==> src/pgsd_pkg.sv <==
// Shared widths, register codes, store control type and saturation helper
// for the PCM gain and splice de-click block. No dependencies.
package pgsd_pkg;

  localparam int SMP_W        = 32;
  localparam int MAX_CHANNELS = 8;
  localparam int CH_W         = (MAX_CHANNELS > 1) ? $clog2(MAX_CHANNELS) : 1;
  localparam int NCH_W        = 4;
  localparam int MAX_SEGMENT  = 4096;
  localparam int SEG_W        = 13;
  localparam int GAIN_W       = 17;
  localparam int RATE_W       = 20;

  localparam int CFG_IDX_W  = 3;
  localparam int CFG_DATA_W = 20;

  localparam logic [CFG_IDX_W-1:0] REG_CHANNELS      = 3'd0;
  localparam logic [CFG_IDX_W-1:0] REG_SAMPLE_WIDTH  = 3'd1;
  localparam logic [CFG_IDX_W-1:0] REG_SAMPLE_RATE   = 3'd2;
  localparam logic [CFG_IDX_W-1:0] REG_GAIN_Q16      = 3'd3;
  localparam logic [CFG_IDX_W-1:0] REG_VOLUME_ENABLE = 3'd4;
  localparam logic [CFG_IDX_W-1:0] REG_SMOOTH_ENABLE = 3'd5;

  localparam logic [GAIN_W-1:0] GAIN_BYPASS = 17'd65530;
  localparam logic [GAIN_W-1:0] GAIN_RESET  = 17'd65536;
  localparam logic [RATE_W-1:0] RATE_RESET  = 20'd44100;

  // rate/200 = ((rate >> 3) * 167773) >> 22, exact for any 20-bit rate
  localparam int RATE_PRE_SHIFT  = 3;
  localparam int RATE_POST_SHIFT = 22;
  localparam int RECIP_W         = 18;
  localparam logic [RECIP_W-1:0] RATE_RECIP = 18'd167773;
  localparam logic [SEG_W-1:0] RAMP_ZERO_RATE = 13'd220;
  localparam logic [SEG_W-1:0] MIN_RAMP       = 13'd2;

  // Serial multiply-accumulate: signed multiplicand, unsigned multiplier bits
  localparam int MAC_AW = SMP_W + 1;
  localparam int MAC_BW = GAIN_W;
  localparam int ACC_W  = MAC_AW + MAC_BW;

  // Serial divider: quotient bits, divisor bits, dividend bits
  localparam int DIV_QW = 34;
  localparam int DIV_DW = SEG_W;
  localparam int DIV_NW = DIV_QW + DIV_DW;

  localparam int SAT_W = 35;

  localparam logic signed [SAT_W-1:0] S32_HI = 35'sh0_7FFF_FFFF;
  localparam logic signed [SAT_W-1:0] S32_LO = -35'sh0_8000_0000;
  localparam logic signed [SAT_W-1:0] S16_HI = 35'sd32767;
  localparam logic signed [SAT_W-1:0] S16_LO = -35'sd32768;

  typedef struct packed {
    logic            last_we;
    logic            first_we;
    logic [CH_W-1:0] idx;
  } pgsd_store_ctl_t;

  // Clamp to the configured sample width; 16-bit results come back sign-extended.
  function automatic logic [SMP_W-1:0] sat(input logic signed [SAT_W-1:0] x,
                                           input logic w32);
    logic signed [SAT_W-1:0] hi;
    logic signed [SAT_W-1:0] lo;
    logic [SMP_W-1:0]        y;
    hi = w32 ? S32_HI : S16_HI;
    lo = w32 ? S32_LO : S16_LO;
    if (x > hi) begin
      y = hi[SMP_W-1:0];
    end else if (x < lo) begin
      y = lo[SMP_W-1:0];
    end else begin
      y = x[SMP_W-1:0];
    end
    return y;
  endfunction

endpackage

==> src/pgsd_serial_mac.sv <==
// Shift-add multiply-accumulate, one multiplier bit per cycle for two pairs.
// Depends on pgsd_pkg for widths.
module pgsd_serial_mac (
  input  logic                                  clk,
  input  logic                                  rst_n,
  input  logic                                  start,
  input  logic signed [pgsd_pkg::MAC_AW-1:0]    a0,
  input  logic        [pgsd_pkg::MAC_BW-1:0]    b0,
  input  logic signed [pgsd_pkg::MAC_AW-1:0]    a1,
  input  logic        [pgsd_pkg::MAC_BW-1:0]    b1,
  output logic                                  done,
  output logic signed [pgsd_pkg::ACC_W-1:0]     acc
);

  localparam int CNT_W = $clog2(pgsd_pkg::MAC_BW);

  logic                                 run_r;
  logic                                 done_r;
  logic [CNT_W-1:0]                     cnt_r;
  logic signed [pgsd_pkg::ACC_W-1:0]    a0_r;
  logic signed [pgsd_pkg::ACC_W-1:0]    a1_r;
  logic [pgsd_pkg::MAC_BW-1:0]          b0_r;
  logic [pgsd_pkg::MAC_BW-1:0]          b1_r;
  logic signed [pgsd_pkg::ACC_W-1:0]    acc_r;
  logic signed [pgsd_pkg::ACC_W-1:0]    acc_nxt;

  always_comb begin
    acc_nxt = acc_r + (b0_r[0] ? a0_r : '0) + (b1_r[0] ? a1_r : '0);
  end

  always_ff @(posedge clk) begin
    if (!rst_n) begin
      run_r  <= 1'b0;
      done_r <= 1'b0;
      cnt_r  <= '0;
    end else begin
      done_r <= 1'b0;
      if (start) begin
        run_r <= 1'b1;
        cnt_r <= '0;
      end else if (run_r) begin
        cnt_r <= cnt_r + 1'b1;
        if (cnt_r == CNT_W'(pgsd_pkg::MAC_BW - 1)) begin
          run_r  <= 1'b0;
          done_r <= 1'b1;
        end
      end
    end
  end

  always_ff @(posedge clk) begin
    if (start) begin
      a0_r  <= pgsd_pkg::ACC_W'(a0);
      a1_r  <= pgsd_pkg::ACC_W'(a1);
      b0_r  <= b0;
      b1_r  <= b1;
      acc_r <= '0;
    end else if (run_r) begin
      // advance one multiplier bit: shift multiplicands up, multipliers down
      acc_r <= acc_nxt;
      a0_r  <= a0_r <<< 1;
      a1_r  <= a1_r <<< 1;
      b0_r  <= b0_r >> 1;
      b1_r  <= b1_r >> 1;
    end
  end

  assign done = done_r;
  assign acc  = acc_r;

endmodule

==> src/pgsd_serial_div.sv <==
// Restoring divider, one quotient bit per cycle, unsigned operands.
// Depends on pgsd_pkg; the caller guarantees the quotient fits DIV_QW bits.
module pgsd_serial_div (
  input  logic                          clk,
  input  logic                          rst_n,
  input  logic                          start,
  input  logic [pgsd_pkg::DIV_NW-1:0]   num,
  input  logic [pgsd_pkg::DIV_DW-1:0]   den,
  output logic                          done,
  output logic [pgsd_pkg::DIV_QW-1:0]   quo
);

  localparam int CNT_W = $clog2(pgsd_pkg::DIV_QW);

  logic                          run_r;
  logic                          done_r;
  logic [CNT_W-1:0]              cnt_r;
  logic [pgsd_pkg::DIV_DW-1:0]   rem_r;
  logic [pgsd_pkg::DIV_DW-1:0]   rem_nxt;
  logic [pgsd_pkg::DIV_DW-1:0]   den_r;
  logic [pgsd_pkg::DIV_QW-1:0]   q_r;
  logic [pgsd_pkg::DIV_DW:0]     trial;
  logic                          qbit;

  always_comb begin
    trial   = {rem_r, q_r[pgsd_pkg::DIV_QW-1]};
    qbit    = trial >= {1'b0, den_r};
    rem_nxt = qbit ? pgsd_pkg::DIV_DW'(trial - {1'b0, den_r})
                   : trial[pgsd_pkg::DIV_DW-1:0];
  end

  always_ff @(posedge clk) begin
    if (!rst_n) begin
      run_r  <= 1'b0;
      done_r <= 1'b0;
      cnt_r  <= '0;
    end else begin
      done_r <= 1'b0;
      if (start) begin
        run_r <= 1'b1;
        cnt_r <= '0;
      end else if (run_r) begin
        cnt_r <= cnt_r + 1'b1;
        if (cnt_r == CNT_W'(pgsd_pkg::DIV_QW - 1)) begin
          run_r  <= 1'b0;
          done_r <= 1'b1;
        end
      end
    end
  end

  always_ff @(posedge clk) begin
    if (start) begin
      // upper dividend bits are already below the divisor
      rem_r <= num[pgsd_pkg::DIV_NW-1:pgsd_pkg::DIV_QW];
      q_r   <= num[pgsd_pkg::DIV_QW-1:0];
      den_r <= den;
    end else if (run_r) begin
      rem_r <= rem_nxt;
      q_r   <= {q_r[pgsd_pkg::DIV_QW-2:0], qbit};
    end
  end

  assign done = done_r;
  assign quo  = q_r;

endmodule

==> src/pgsd_frame_store.sv <==
// Per-channel last-output and first-ramp-frame sample stores.
// Depends on pgsd_pkg for the store control struct and widths.
module pgsd_frame_store (
  input  logic                           clk,
  input  logic                           rst_n,
  input  pgsd_pkg::pgsd_store_ctl_t      ctl,
  input  logic [pgsd_pkg::SMP_W-1:0]     last_wdata,
  input  logic [pgsd_pkg::SMP_W-1:0]     first_wdata,
  output logic [pgsd_pkg::SMP_W-1:0]     last_rdata,
  output logic [pgsd_pkg::SMP_W-1:0]     first_rdata
);

  logic [pgsd_pkg::SMP_W-1:0] last_r  [pgsd_pkg::MAX_CHANNELS];
  logic [pgsd_pkg::SMP_W-1:0] first_r [pgsd_pkg::MAX_CHANNELS];

  always_ff @(posedge clk) begin
    if (!rst_n) begin
      for (int i = 0; i < pgsd_pkg::MAX_CHANNELS; i++) begin
        last_r[i]  <= '0;
        first_r[i] <= '0;
      end
    end else begin
      if (ctl.last_we) begin
        last_r[ctl.idx] <= last_wdata;
      end
      if (ctl.first_we) begin
        first_r[ctl.idx] <= first_wdata;
      end
    end
  end

  assign last_rdata  = last_r[ctl.idx];
  assign first_rdata = first_r[ctl.idx];

endmodule

==> src/pcm_gain_and_splice_declick.sv <==
// PCM gain and splice de-click top level; uses pgsd_pkg, pgsd_serial_mac,
// pgsd_serial_div and pgsd_frame_store. One transaction in, one out.
// Steps: segment bookkeeping, then finish; volume adds a multiply before them, a
// ramp adds a multiply and a divide between them (one shift-add multiplier, shared
// by volume and ramp, and one restoring divider). An input is taken only while
// idle; the next one is taken while a result still waits. Sync active-low reset.
module pcm_gain_and_splice_declick (
  input  logic                               clk,
  input  logic                               rst_n,
  input  logic                               in_valid,
  output logic                               in_ready,
  input  logic [pgsd_pkg::SMP_W-1:0]         in_sample,
  input  logic                               in_new_segment,
  input  logic [pgsd_pkg::SEG_W-1:0]         in_segment_frames,
  output logic                               out_valid,
  input  logic                               out_ready,
  output logic [pgsd_pkg::SMP_W-1:0]         out_sample_out,
  output logic                               out_ramp_active,
  input  logic                               cfg_we,
  input  logic [pgsd_pkg::CFG_IDX_W-1:0]     cfg_index,
  input  logic [pgsd_pkg::CFG_DATA_W-1:0]    cfg_wdata
);

  // Sequencer codes
  localparam logic [2:0] ST_IDLE  = 3'd0;  // wait for a transaction
  localparam logic [2:0] ST_VOL   = 3'd1;  // volume multiply running
  localparam logic [2:0] ST_SEG   = 3'd2;  // segment / channel bookkeeping
  localparam logic [2:0] ST_RPREP = 3'd3;  // launch ramp multiply
  localparam logic [2:0] ST_RMUL  = 3'd4;  // ramp multiply running
  localparam logic [2:0] ST_RDIV  = 3'd5;  // ramp divide running
  localparam logic [2:0] ST_FIN   = 3'd6;  // commit state, load output

  localparam int SMP_W = pgsd_pkg::SMP_W;
  localparam int SEG_W = pgsd_pkg::SEG_W;
  localparam int CH_W  = pgsd_pkg::CH_W;
  localparam int NCH_W = pgsd_pkg::NCH_W;
  localparam int ACC_W = pgsd_pkg::ACC_W;
  localparam int SAT_W = pgsd_pkg::SAT_W;
  localparam int PROD_W = (pgsd_pkg::RATE_W - pgsd_pkg::RATE_PRE_SHIFT) + pgsd_pkg::RECIP_W;

  logic [2:0] state_r;

  // Configuration registers
  logic [NCH_W-1:0]            channels_r;
  logic                        width32_r;
  logic [pgsd_pkg::RATE_W-1:0] rate_r;
  logic [pgsd_pkg::GAIN_W-1:0] gain_r;
  logic                        vol_en_r;
  logic                        smooth_en_r;

  // Stream state
  logic                        lfv_r;
  logic [CH_W-1:0]             chpos_r;
  logic [SEG_W-1:0]            ramp_pos_r;
  logic [SEG_W-1:0]            ramp_len_r;
  logic                        ramp_run_r;

  // Per-transaction working registers
  logic [SMP_W-1:0]            vs_r;
  logic                        newseg_r;
  logic [SEG_W-1:0]            seg_r;
  logic [CH_W-1:0]             c_r;
  logic [SMP_W-1:0]            res_r;
  logic                        active_r;
  logic                        neg_r;
  logic [SEG_W-1:0]            rl_r;

  // Output register
  logic                        out_valid_r;
  logic [SMP_W-1:0]            out_sample_r;
  logic                        out_ramp_r;

  // Arithmetic units: the multiplier is shared by volume and ramp
  logic                                mac_start;
  logic signed [pgsd_pkg::MAC_AW-1:0]  mac_a0;
  logic [pgsd_pkg::MAC_BW-1:0]         mac_b0;
  logic signed [pgsd_pkg::MAC_AW-1:0]  mac_a1;
  logic [pgsd_pkg::MAC_BW-1:0]         mac_b1;
  logic                                mac_done;
  logic signed [ACC_W-1:0]             mac_acc;
  logic                                div_start;
  logic [pgsd_pkg::DIV_NW-1:0]         div_num;
  logic [pgsd_pkg::DIV_DW-1:0]         div_den;
  logic                                div_done;
  logic [pgsd_pkg::DIV_QW-1:0]         div_quo;

  pgsd_pkg::pgsd_store_ctl_t           st_ctl;
  logic [SMP_W-1:0]                    last_rd;
  logic [SMP_W-1:0]                    first_rd;

  // Combinational helpers
  logic                        in_acc;
  logic [SMP_W-1:0]            v_in;
  logic                        vol_on;
  logic [NCH_W-1:0]            nch;
  logic [CH_W-1:0]             pos0;
  logic [CH_W-1:0]             c_nxt;
  logic [SEG_W-1:0]            seg_cl;
  logic                        ramp_start;
  logic                        run_seg;
  logic [SEG_W-1:0]            pos_seg;
  logic [SEG_W-1:0]            len_cand;
  logic [SEG_W-1:0]            den;
  logic [SEG_W-1:0]            mult_m;
  logic [PROD_W-1:0]           rl_prod;
  logic [SEG_W-1:0]            rl_nxt;
  logic signed [ACC_W-1:0]     vol_sum;
  logic [SMP_W-1:0]            vol_res;
  logic                        acc_neg;
  logic [ACC_W-1:0]            acc_mag;
  logic [ACC_W:0]              num_full;
  logic signed [SAT_W-1:0]     quo_s;
  logic [SMP_W-1:0]            ramp_res;
  logic                        out_free;
  logic                        fin_load;
  logic                        frozen;
  logic [NCH_W-1:0]            c_inc;
  logic                        frame_end;
  logic [SEG_W-1:0]            ramp_pos_inc;
  logic                        fmt_write;

  assign in_ready = (state_r == ST_IDLE);
  assign in_acc   = in_valid && in_ready;

  always_comb begin
    // 16-bit mode uses the low half, sign-extended
    v_in   = width32_r ? in_sample : {{(SMP_W-16){in_sample[15]}}, in_sample[15:0]};
    vol_on = vol_en_r && (gain_r < pgsd_pkg::GAIN_BYPASS);

    if (channels_r == '0) begin
      nch = NCH_W'(1);
    end else if (channels_r > NCH_W'(pgsd_pkg::MAX_CHANNELS)) begin
      nch = NCH_W'(pgsd_pkg::MAX_CHANNELS);
    end else begin
      nch = channels_r;
    end

    // Ramp length limit from the sample rate: rate/200, 220 at zero, at least 2
    rl_prod = rate_r[pgsd_pkg::RATE_W-1:pgsd_pkg::RATE_PRE_SHIFT] * pgsd_pkg::RATE_RECIP;
    if (rate_r == '0) begin
      rl_nxt = pgsd_pkg::RAMP_ZERO_RATE;
    end else begin
      rl_nxt = rl_prod[pgsd_pkg::RATE_POST_SHIFT +: SEG_W];
      if (rl_nxt < pgsd_pkg::MIN_RAMP) begin
        rl_nxt = pgsd_pkg::MIN_RAMP;
      end
    end

    // Segment start and channel selection
    pos0  = newseg_r ? '0 : chpos_r;
    c_nxt = ({1'b0, pos0} >= nch) ? '0 : pos0;
    seg_cl = (seg_r > SEG_W'(pgsd_pkg::MAX_SEGMENT)) ? SEG_W'(pgsd_pkg::MAX_SEGMENT) : seg_r;
    ramp_start = newseg_r && smooth_en_r && lfv_r && (seg_cl >= pgsd_pkg::MIN_RAMP);
    len_cand   = (seg_cl < rl_r) ? seg_cl : rl_r;
    run_seg    = newseg_r ? ramp_start : ramp_run_r;
    pos_seg    = ramp_start ? '0 : ramp_pos_r;

    den    = ramp_len_r - 1'b1;
    mult_m = den - ramp_pos_r;

    // Volume: round half away from zero, then >> 16 (Q16)
    vol_sum = mac_acc + ACC_W'(32768) - ACC_W'(mac_acc[ACC_W-1]);
    vol_res = pgsd_pkg::sat(SAT_W'(signed'(vol_sum[ACC_W-1:16])), width32_r);

    // Ramp: divide |num| rounded half away from zero by den
    acc_neg  = mac_acc[ACC_W-1];
    acc_mag  = acc_neg ? ACC_W'(-mac_acc) : ACC_W'(mac_acc);
    num_full = {acc_mag, 1'b0} + (ACC_W+1)'(den);
    div_num  = num_full[pgsd_pkg::DIV_NW-1:0];
    div_den  = pgsd_pkg::DIV_DW'({den, 1'b0});
    quo_s    = SAT_W'(div_quo);
    ramp_res = pgsd_pkg::sat(neg_r ? -quo_s : quo_s, width32_r);

    out_free  = !out_valid_r || out_ready;
    fin_load  = (state_r == ST_FIN) && out_free;
    // Hold the splice source steady until the last ramp frame
    frozen    = ramp_run_r && ((ramp_pos_r + 1'b1) < ramp_len_r);
    c_inc     = NCH_W'(c_r) + 1'b1;
    frame_end = c_inc >= nch;
    ramp_pos_inc = ramp_pos_r + 1'b1;

    fmt_write = cfg_we && ((cfg_index == pgsd_pkg::REG_CHANNELS) ||
                           (cfg_index == pgsd_pkg::REG_SAMPLE_WIDTH) ||
                           (cfg_index == pgsd_pkg::REG_SAMPLE_RATE));
  end

  // Multiplier and divider launches
  always_comb begin
    mac_start = 1'b0;
    mac_a0    = pgsd_pkg::MAC_AW'(signed'(v_in));
    mac_b0    = gain_r;
    mac_a1    = '0;
    mac_b1    = '0;
    div_start = 1'b0;
    if (state_r == ST_IDLE) begin
      mac_start = in_acc && vol_on;
    end else if (state_r == ST_RPREP) begin
      // v*den + (last - first)*(den - pos)
      mac_start = 1'b1;
      mac_a0    = pgsd_pkg::MAC_AW'(signed'(vs_r));
      mac_b0    = pgsd_pkg::MAC_BW'(den);
      mac_a1    = pgsd_pkg::MAC_AW'(signed'(last_rd)) - pgsd_pkg::MAC_AW'(signed'(first_rd));
      mac_b1    = pgsd_pkg::MAC_BW'(mult_m);
    end else if (state_r == ST_RMUL) begin
      div_start = mac_done;
    end
  end

  // Store control: first frame on ramp start, last output unless frozen
  always_comb begin
    st_ctl.first_we = 1'b0;
    st_ctl.last_we  = 1'b0;
    st_ctl.idx      = c_r;
    if (state_r == ST_SEG) begin
      st_ctl.idx      = c_nxt;
      st_ctl.first_we = run_seg && (pos_seg == '0);
    end else if (fin_load) begin
      st_ctl.last_we  = !frozen;
    end
  end

  // Sequencer and stream state
  always_ff @(posedge clk) begin
    if (!rst_n) begin
      state_r     <= ST_IDLE;
      channels_r  <= NCH_W'(2);
      width32_r   <= 1'b0;
      rate_r      <= pgsd_pkg::RATE_RESET;
      gain_r      <= pgsd_pkg::GAIN_RESET;
      vol_en_r    <= 1'b0;
      smooth_en_r <= 1'b0;
      lfv_r       <= 1'b0;
      chpos_r     <= '0;
      ramp_pos_r  <= '0;
      ramp_len_r  <= '0;
      ramp_run_r  <= 1'b0;
      out_valid_r <= 1'b0;
    end else begin
      unique case (state_r)
        ST_IDLE: begin
          if (in_acc) begin
            state_r <= vol_on ? ST_VOL : ST_SEG;
          end
        end
        ST_VOL: begin
          if (mac_done) begin
            state_r <= ST_SEG;
          end
        end
        ST_SEG: begin
          if (newseg_r) begin
            ramp_run_r <= ramp_start;
            if (ramp_start) begin
              ramp_len_r <= len_cand;
              ramp_pos_r <= '0;
            end
          end
          state_r <= run_seg ? ST_RPREP : ST_FIN;
        end
        ST_RPREP: begin
          state_r <= ST_RMUL;
        end
        ST_RMUL: begin
          if (mac_done) begin
            state_r <= ST_RDIV;
          end
        end
        ST_RDIV: begin
          if (div_done) begin
            state_r <= ST_FIN;
          end
        end
        ST_FIN: begin
          if (out_free) begin
            state_r <= ST_IDLE;
            chpos_r <= frame_end ? '0 : CH_W'(c_inc);
            if (frame_end) begin
              lfv_r <= 1'b1;
              if (ramp_run_r) begin
                ramp_pos_r <= ramp_pos_inc;
                if (ramp_pos_inc >= ramp_len_r) begin
                  ramp_run_r <= 1'b0;
                end
              end
            end
          end
        end
        default: begin
          state_r <= ST_IDLE;
        end
      endcase

      // Output register: drop on take, load on finish
      if (fin_load) begin
        out_valid_r <= 1'b1;
      end else if (out_ready) begin
        out_valid_r <= 1'b0;
      end

      // Configuration writes must arrive only while idle; the block does not enforce this
      if (cfg_we) begin
        unique case (cfg_index)
          pgsd_pkg::REG_CHANNELS:      channels_r  <= cfg_wdata[NCH_W-1:0];
          pgsd_pkg::REG_SAMPLE_WIDTH:  width32_r   <= cfg_wdata[0];
          pgsd_pkg::REG_SAMPLE_RATE:   rate_r      <= cfg_wdata[pgsd_pkg::RATE_W-1:0];
          pgsd_pkg::REG_GAIN_Q16:      gain_r      <= cfg_wdata[pgsd_pkg::GAIN_W-1:0];
          pgsd_pkg::REG_VOLUME_ENABLE: vol_en_r    <= cfg_wdata[0];
          pgsd_pkg::REG_SMOOTH_ENABLE: smooth_en_r <= cfg_wdata[0];
          default: ;
        endcase
      end
      // A format change restarts the stream
      if (fmt_write) begin
        lfv_r      <= 1'b0;
        chpos_r    <= '0;
        ramp_pos_r <= '0;
        ramp_len_r <= '0;
        ramp_run_r <= 1'b0;
      end
    end
  end

  // Payload registers
  always_ff @(posedge clk) begin
    rl_r <= rl_nxt;
    if (in_acc) begin
      vs_r     <= v_in;
      newseg_r <= in_new_segment;
      seg_r    <= in_segment_frames;
    end
    if ((state_r == ST_VOL) && mac_done) begin
      vs_r <= vol_res;
    end
    if (state_r == ST_SEG) begin
      c_r      <= c_nxt;
      res_r    <= vs_r;
      active_r <= run_seg;
    end
    if ((state_r == ST_RMUL) && mac_done) begin
      neg_r <= acc_neg;
    end
    if ((state_r == ST_RDIV) && div_done) begin
      res_r <= ramp_res;
    end
    if (fin_load) begin
      out_sample_r <= res_r;
      out_ramp_r   <= active_r;
    end
  end

  pgsd_serial_mac u_mac (
    .clk   (clk),
    .rst_n (rst_n),
    .start (mac_start),
    .a0    (mac_a0),
    .b0    (mac_b0),
    .a1    (mac_a1),
    .b1    (mac_b1),
    .done  (mac_done),
    .acc   (mac_acc)
  );

  pgsd_serial_div u_div (
    .clk   (clk),
    .rst_n (rst_n),
    .start (div_start),
    .num   (div_num),
    .den   (div_den),
    .done  (div_done),
    .quo   (div_quo)
  );

  pgsd_frame_store u_store (
    .clk         (clk),
    .rst_n       (rst_n),
    .ctl         (st_ctl),
    .last_wdata  (res_r),
    .first_wdata (vs_r),
    .last_rdata  (last_rd),
    .first_rdata (first_rd)
  );

  assign out_valid       = out_valid_r;
  assign out_sample_out  = out_sample_r;
  assign out_ramp_active = out_ramp_r;

endmodule
==> config.mk <==
export PLATFORM = sky130hd
export DESIGN_NAME = pcm_gain_and_splice_declick
export DESIGN_NICKNAME = d
export VERILOG_FILES = /design/src/pgsd_pkg.sv /design/src/pgsd_serial_mac.sv /design/src/pgsd_serial_div.sv /design/src/pgsd_frame_store.sv /design/src/pcm_gain_and_splice_declick.sv
export SDC_FILE = /design/constraint.sdc
export NUM_CORES = 2
export LEC_CHECK = 0
export ABC_AREA = 1
export BUFFER_PORTS_ARGS = -buffer_cell sky130_fd_sc_hd__buf_2
export CAP_MARGIN = 20
export CORE_ASPECT_RATIO = 1.5
export CORE_MARGIN = 4
export CORE_UTILIZATION = 40
export CTS_BUF_LIST = sky130_fd_sc_hd__clkbuf_16
export CTS_CLUSTER_DIAMETER = 50
export CTS_CLUSTER_SIZE = 14
export DETAILED_ROUTE_END_ITERATION = 8
export PLACE_DENSITY = 0.52
export RECOVER_POWER = 100
export REMOVE_ABC_BUFFERS = 1
export SLEW_MARGIN = 15
export SYNTH_ARGS = -nofsm -noshare
export SYNTH_HDL_FRONTEND = slang
export SYNTH_SLANG_ARGS = --single-unit
==> constraint.sdc <==
create_clock -name clk -period 16.6 [get_ports clk]
set_clock_uncertainty 0.05 [all_clocks]
set_input_delay 0.83 -clock clk [delete_from_list [all_inputs] [get_ports clk]]
set_output_delay 0.83 -clock clk [all_outputs]
set_load 0.02 [all_outputs]
Word level (Yosys, flattened, before mapping)
Memory sizes are Yosys's and may differ from the RTL's.
Cells that the tools add are included.
{"block": "classes", "n_addsub": 15, "n_mul": 1, "order_cmp": 15, "eq_ne": 21, "mux": 95, "n_bitwise": 3, "n_reduce_logical": 49}
{"operator": "32-bit 2-to-1 mux", "n": 11}
{"operator": "50-bit 2-to-1 mux", "n": 6}
{"operator": "13-bit 2-to-1 mux", "n": 12}
{"operator": "33-bit 2-to-1 mux", "n": 4}
{"operator": "17-bit 2-to-1 mux", "n": 6}
{"operator": "50-bit adder", "n": 2}
{"operator": "34-bit 2-to-1 mux", "n": 2}
{"operator": "32-bit OR reduction", "n": 2}
{"operator": "31-bit 2-to-1 mux", "n": 2}
{"operator": "50-bit by 16-bit adder with 50-bit output (second input constant)", "n": 1}
{"operator": "50-bit by 1-bit subtractor with 50-bit output", "n": 1}
{"operator": "47-bit by 13-bit adder with 47-bit output", "n": 1}
{"operator": "46-bit 2-to-1 mux", "n": 1}
{"operator": "46-bit negation", "n": 1}
{"operator": "35-bit by 32-bit > comparator with 1-bit output", "n": 1}
{"operator": "35-bit by 32-bit < comparator with 1-bit output", "n": 1}
{"operator": "17-bit by 18-bit multiplier with 35-bit output (second input constant)", "n": 1}
{"operator": "35-bit 2-to-1 mux", "n": 1}
{"operator": "34-bit negation with 35-bit output", "n": 1}
{"operator": "34-bit by 32-bit > comparator with 1-bit output", "n": 1}
{"operator": "34-bit by 32-bit < comparator with 1-bit output", "n": 1}
{"operator": "3-bit 2-to-1 mux", "n": 11}
{"operator": "32-bit by 32-bit subtractor with 33-bit output", "n": 1}
{"operator": "1-bit 2-to-1 mux", "n": 31}
{"operator": "other kinds (43)", "n": 97}
{"block": "word_totals", "regBits": 466, "mem_bits_rw": 512, "output_inout_bits": 35, "elab_cells": 239, "n_memories": 2}
{"name": "u_store.first_r", "depth": 8, "word_bits": 32, "rd": 1, "rd_ports_with_merged_regs": 0, "write_ports": 8, "line": "pgsd_frame_store.sv:14", "rtl": "logic [pgsd_pkg::SMP_W-1:0] first_r [pgsd_pkg::MAX_CHANNELS];"}
{"name": "u_store.last_r", "depth": 8, "word_bits": 32, "rd": 1, "rd_ports_with_merged_regs": 0, "write_ports": 8, "line": "pgsd_frame_store.sv:13", "rtl": "logic [pgsd_pkg::SMP_W-1:0] last_r [pgsd_pkg::MAX_CHANNELS];"}

Longest topological paths before layout
{"block": "depth", "ltp_word": 13, "ltp_mapped": 37}

Cells and area by module
A second synthesis with hierarchy kept.
{"block": "unflattened", "cells_unflattened": 9236, "area_unflattened_um2": 69530.4}
{"mod": "pcm_gain_and_splice_declick", "n_inst": 1, "cells_each": 4166, "area_per_inst_um2": 28538.6, "seq_area_each_um2": 5325.1}
{"mod": "pgsd_frame_store", "n_inst": 1, "cells_each": 2629, "area_per_inst_um2": 23530.1, "seq_area_each_um2": 15374.7}
{"mod": "pgsd_serial_mac", "n_inst": 1, "cells_each": 1977, "area_per_inst_um2": 13699.4, "seq_area_each_um2": 5165.0}
{"mod": "pgsd_serial_div", "n_inst": 1, "cells_each": 464, "area_per_inst_um2": 3762.4, "seq_area_each_um2": 1961.9}

Least setup slack after synthesis
Ideal clock, no wire load.
{"block": "synth_path", "path_kind": "flip-flop to flip-flop", "start": "register state_r[0]", "end": "register u_mac.a0_r[0] (netlist bit) (enable)", "arrival_time_ns": 5.420, "path_slack_ns": 10.636, "path_stages_with_launch": 12, "n_path_buf": 2, "path_cell_list": "dfxtp_1 -> nor2_1 -> inv_1 -> nor2_1 -> inv_1 -> nor2_1 -> nand4_1 -> nand2_1 -> inv_1 -> buf_2 -> clkbuf_1 -> nand2_1"}
{"block": "synth_between", "elab_chain_cells": 5, "elab_cells_between_ends": 7}
{"element": "start: declaration", "line": "pcm_gain_and_splice_declick.sv:41", "rtl": "logic [2:0] state_r;"}
{"element": "start signal: assignment", "line": "pcm_gain_and_splice_declick.sv:242", "rtl": "state_r <= vol_on ? ST_VOL : ST_SEG;"}
{"element": "start signal: assignment", "line": "pcm_gain_and_splice_declick.sv:258", "rtl": "state_r <= run_seg ? ST_RPREP : ST_FIN;"}
{"element": "3-bit zero test", "line": "pcm_gain_and_splice_declick.sv:122", "rtl": "assign in_ready = (state_r == ST_IDLE);"}
{"element": "net in_ready", "line": "pcm_gain_and_splice_declick.sv:11", "rtl": "output logic in_ready,"}
{"element": "1-bit logical AND", "line": "pcm_gain_and_splice_declick.sv:123", "rtl": "assign in_acc = in_valid && in_ready;"}
{"element": "net in_acc", "line": "pcm_gain_and_splice_declick.sv:92", "rtl": "logic in_acc;"}
{"element": "1-bit logical AND", "line": "pcm_gain_and_splice_declick.sv:196", "rtl": "mac_start = in_acc && vol_on;"}
{"element": "1-bit 2-to-1 mux", "line": "pcm_gain_and_splice_declick.sv:195", "rtl": "if (state_r == ST_IDLE) begin"}
{"element": "2-bit nonzero test (no source line)"}
{"element": "end signal: assignment", "line": "pgsd_serial_mac.sv:53", "rtl": "a0_r <= pgsd_pkg::ACC_W'(a0);"}
{"element": "end signal: assignment", "line": "pgsd_serial_mac.sv:61", "rtl": "a0_r <= a0_r <<< 1;"}
{"element": "end: declaration", "line": "pgsd_serial_mac.sv:20", "rtl": "logic signed [pgsd_pkg::ACC_W-1:0] a0_r;"}
The timed path passes the listed nets, and every way through them passes these cells.
A chain may end at the register's enable or synchronous reset.

==> flow_summary.yaml <==
floorplan:
  core_um2: 160600
  start_util_pct: 40.29
  die_y_um: 500.5
  num_io_pins: 109
  rows: 180
  die_w_um: 336.4
  die_area_um2: 168400
flow_run:
  maxCapViolations: 46
min_path:
  hp-class: "in -> reg"
  min_to: "seg_r[5]"
  hp-start: "in_segment_frames[5]"
  holdPathStages: 1
power:
  irDropWorstVdd_mv: 0.1123
  p_switching_mw: 6.671
  leakage_nw: 30.61
  power_frac_comb_pct: 58.2
  netSwitchingFraction_pct: 51.20
  pwr-share-seq_pct: 24.0
  p_clk_share_pct: 17.7
  powerDensity_nw_per_um2: 184.8
  p_int_mw: 6.358
setup_path:
  r2r_cells: 11
  worstReg2RegStart: "seg_r[12]"
  timing.rr.end: "u_store.first_r[7][25]"
  slowest_delay_ns: 3.01
  crit_path_end_kind: "flip-flop"
  slowest_stage: "clkbuf_1"
  critical_path_class: "reg -> reg"
  required_ns: 16.73
  cp_cell_sequence: "nor4_1, nand2_1, nand4_1, o21ai_0, nand2_1, nor4_1, nand4_1, clkbuf_1, clkbuf_1, o21ai_0, clkbuf_1"
  cp-start-kind: "flip-flop"
  regToRegSetupSlack_ns: 5.46
  arrival_ns: 11.27
  crit_top_cell: "clkbuf_1"
  crit_fanout: 85
cts:
  cts_tree: "done"
  cts_hold_buf: 0
  cts_sinks: 974
  path_clk_slew_ns: 0.06
  cts_made_buffers: 102
  worstSkewPairLatency_ns: 0.77
  cts_buffer_depth: 3
  cts_root_buffer: "clkbuf_16"
  post-cts-setup-buffers: 0
  htree_num_levels: 3
  cts_resized: 0
timing:
  fin_crit_sh_pct: 67.10
  hold-worst-slack_ns: 0.2048
  drv_slew: 1641
  setup_tns_ns: 0
  max_clock_freq_mhz: 89.77
  setup_violations: 0
  hold_viol: 0
  rsz0062_at_grt: "no"
  slew_headroom_pct: -170.9
  period_minus_slack_ns: 11.14
  worstMarginPinSlew_ns: 4.063
route:
  drc: 0
  detail_route.first_pass.iterations: 6
  avgViaCountPerCell: 5.438
  wl_um: 237600
  via_count: 53810
  ant_nets: 0
  dr.first_iter.drc_count: 4097
  wire_per_inst_um: 24.02
logic_synthesis:
  synth.distinct_cells: 61
  yosysSeqAreaShare_pct: 42.78
  synth-edff-count: 817
  yosysWarnings: 0
  syn-cell-area_um2: 64690
  ys.flop_type: "edfxtp_1"
  ys_ff_latch: 974
  synth.avg_cell_area_um2: 8.415
  synth_cells: 7687
  async_flop_share_pct: 0
global_route:
  use_met1_pct: 31.26
  grt_use_met3_pct: 3.035
  grt-ovfl-total: 0
  grt_busiest_layer: "met2"
  grtUsageTotal_pct: 27.81
  grt_pass1_vias: 53790
  grt_max_degree: 109
  grt_pass1_wl_um: 347600
  use_met2_pct: 50.81
  antenna_found_initial: 11
status:
  outcome: "complete, but fails checks"
  violations: "max-capacitance violations, max-slew violations"
placed_design:
  io_buffers: 108
  dpl.hpwl_um: 178700
  gp_congestion: 0.9713
finish:
  drive_gt1_share_pct: 4.914
  final_common_cell: "nand2_1"
  fill_cells: 16300
  fin_util_pct: 43.90
  final_cell_mix: "nand2_1 (1710), inv_1 (1033), nor2_1 (862), edfxtp_1 (817), ha_1 (470)"
  fin_nets: 8431
  syn2layout_area_growth_pct: 8.965
## final cells by class
class	count	area, um2	area share [%]
flip-flops and latches	974	27680	39.27
multi-input cells	5363	31840	45.17
diodes	7	17.52	0.02485
clock buffers	104	2603	3.692
repair buffers	200	1013	1.438
clock inverters	71	658.1	0.9337
inverters	1082	4063	5.764
well taps	2093	2619	3.715
## worst max-delay path, delay by kind of cell (launching register included)
kind            cells  cell delay (ns)
buf+inv             3             6.73
compound gates      2             1.88
simple gates        6             1.27
flops               1             0.47
## cell families (layout without fill, tap and decap cells)
logic type	count (synthesis)	count (layout)	synth area share (%)
buffers and inverters	1350	1457	8.052
adder cells (fa/ha/maj)	634	634	14.17
flip-flops	974	974	42.78
AO/OA/AOI/OAI	1198	1198	10.79
XOR/XNOR	187	187	2.625
other	1	8	0.005797
AND/OR/NAND/NOR	3343	3343	21.57
## synthesized netlist by cell type (75+ instances only)
cell type | n | area (um2)
clkbuf_1 | 146 | 548.0
nor3_1 | 332 | 1662
ha_1 | 470 | 5881
a22oi_1 | 75 | 563.0
nand3_1 | 207 | 1036
nand2_1 | 1710 | 6419
inv_1 | 1020 | 3829
nand4_1 | 125 | 782.0
o21ai_0 | 349 | 1747
edfxtp_1 | 817 | 24530
dfxtp_1 | 157 | 3143
buf_2 | 86 | 430.4
nor2_1 | 853 | 3202
fa_1 | 164 | 3283
a21oi_1 | 437 | 2187
xor2_1 | 138 | 1209
## through the flow
step	worst slack, ns	power, mW	cell area [um2]	std cells
final	5.461	13.03	70490	9894
after floorplan	5.027	8.043	63540	7419
after CTS	9.484	13.07	70870	9886
after detailed placement	9.554	10.71	67610	9711
after global routing	4.937	13.98	70470	9888
after global placement	9.670	10.70	67600	9710
## registers in the layout, indices dropped and copies added (netlist names), 6 cells and up
| name | count |
|---|---|
| vs_r | 32 |
| u_mac.b1_r | 13 |
| u_mac.acc | 50 |
| rate_r | 20 |
| u_mac.b0_r | 17 |
| u_div.rem_r | 13 |
| u_mac.a0_r | 50 |
| u_div.den_r | 12 |
| ramp_pos_r | 13 |
| rl_r | 13 |
| ramp_len_r | 13 |
| gain_r | 17 |
| u_div.quo | 34 |
| u_div.cnt_r | 6 |
| u_mac.a1_r | 50 |
| u_store.last_r | 256 |
| u_store.first_r | 256 |
| seg_r | 13 |
| out_sample_out | 32 |
| res_r | 32 |
## how the worst max path moves through the flow
stage / from / to
2_1_floorplan: rst_n / u_store.first_r[0][0]
3_3_place_gp: newseg_r / u_mac.a1_r[44]
3_5_place_dp: newseg_r / u_mac.a1_r[32]
4_1_cts: newseg_r / u_mac.a1_r[33]
5_1_grt: seg_r[10] / u_store.first_r[7][12]
6_report: seg_r[12] / u_store.first_r[7][25]
## routing by layer
layer  vias up  wire, um
li1      25690         -
met1     25950     88820
met2      1650    122000
met3       510     11620
met4         6     15110
met5         -        46
## power groups by stage
| stage | Combinational, mW | Sequential, mW | Clock [mW] |
|---|---|---|---|
| after floorplan | 4.95 | 3.09 | 0 |
| after global placement | 7.53 | 3.17 | 0 |
| after detailed placement | 7.54 | 3.17 | 0 |
| after CTS | 7.59 | 3.12 | 2.36 |
| after global routing | 8.39 | 3.15 | 2.44 |
| final | 7.59 | 3.13 | 2.31 |
Power figures use the tool's default switching activity.
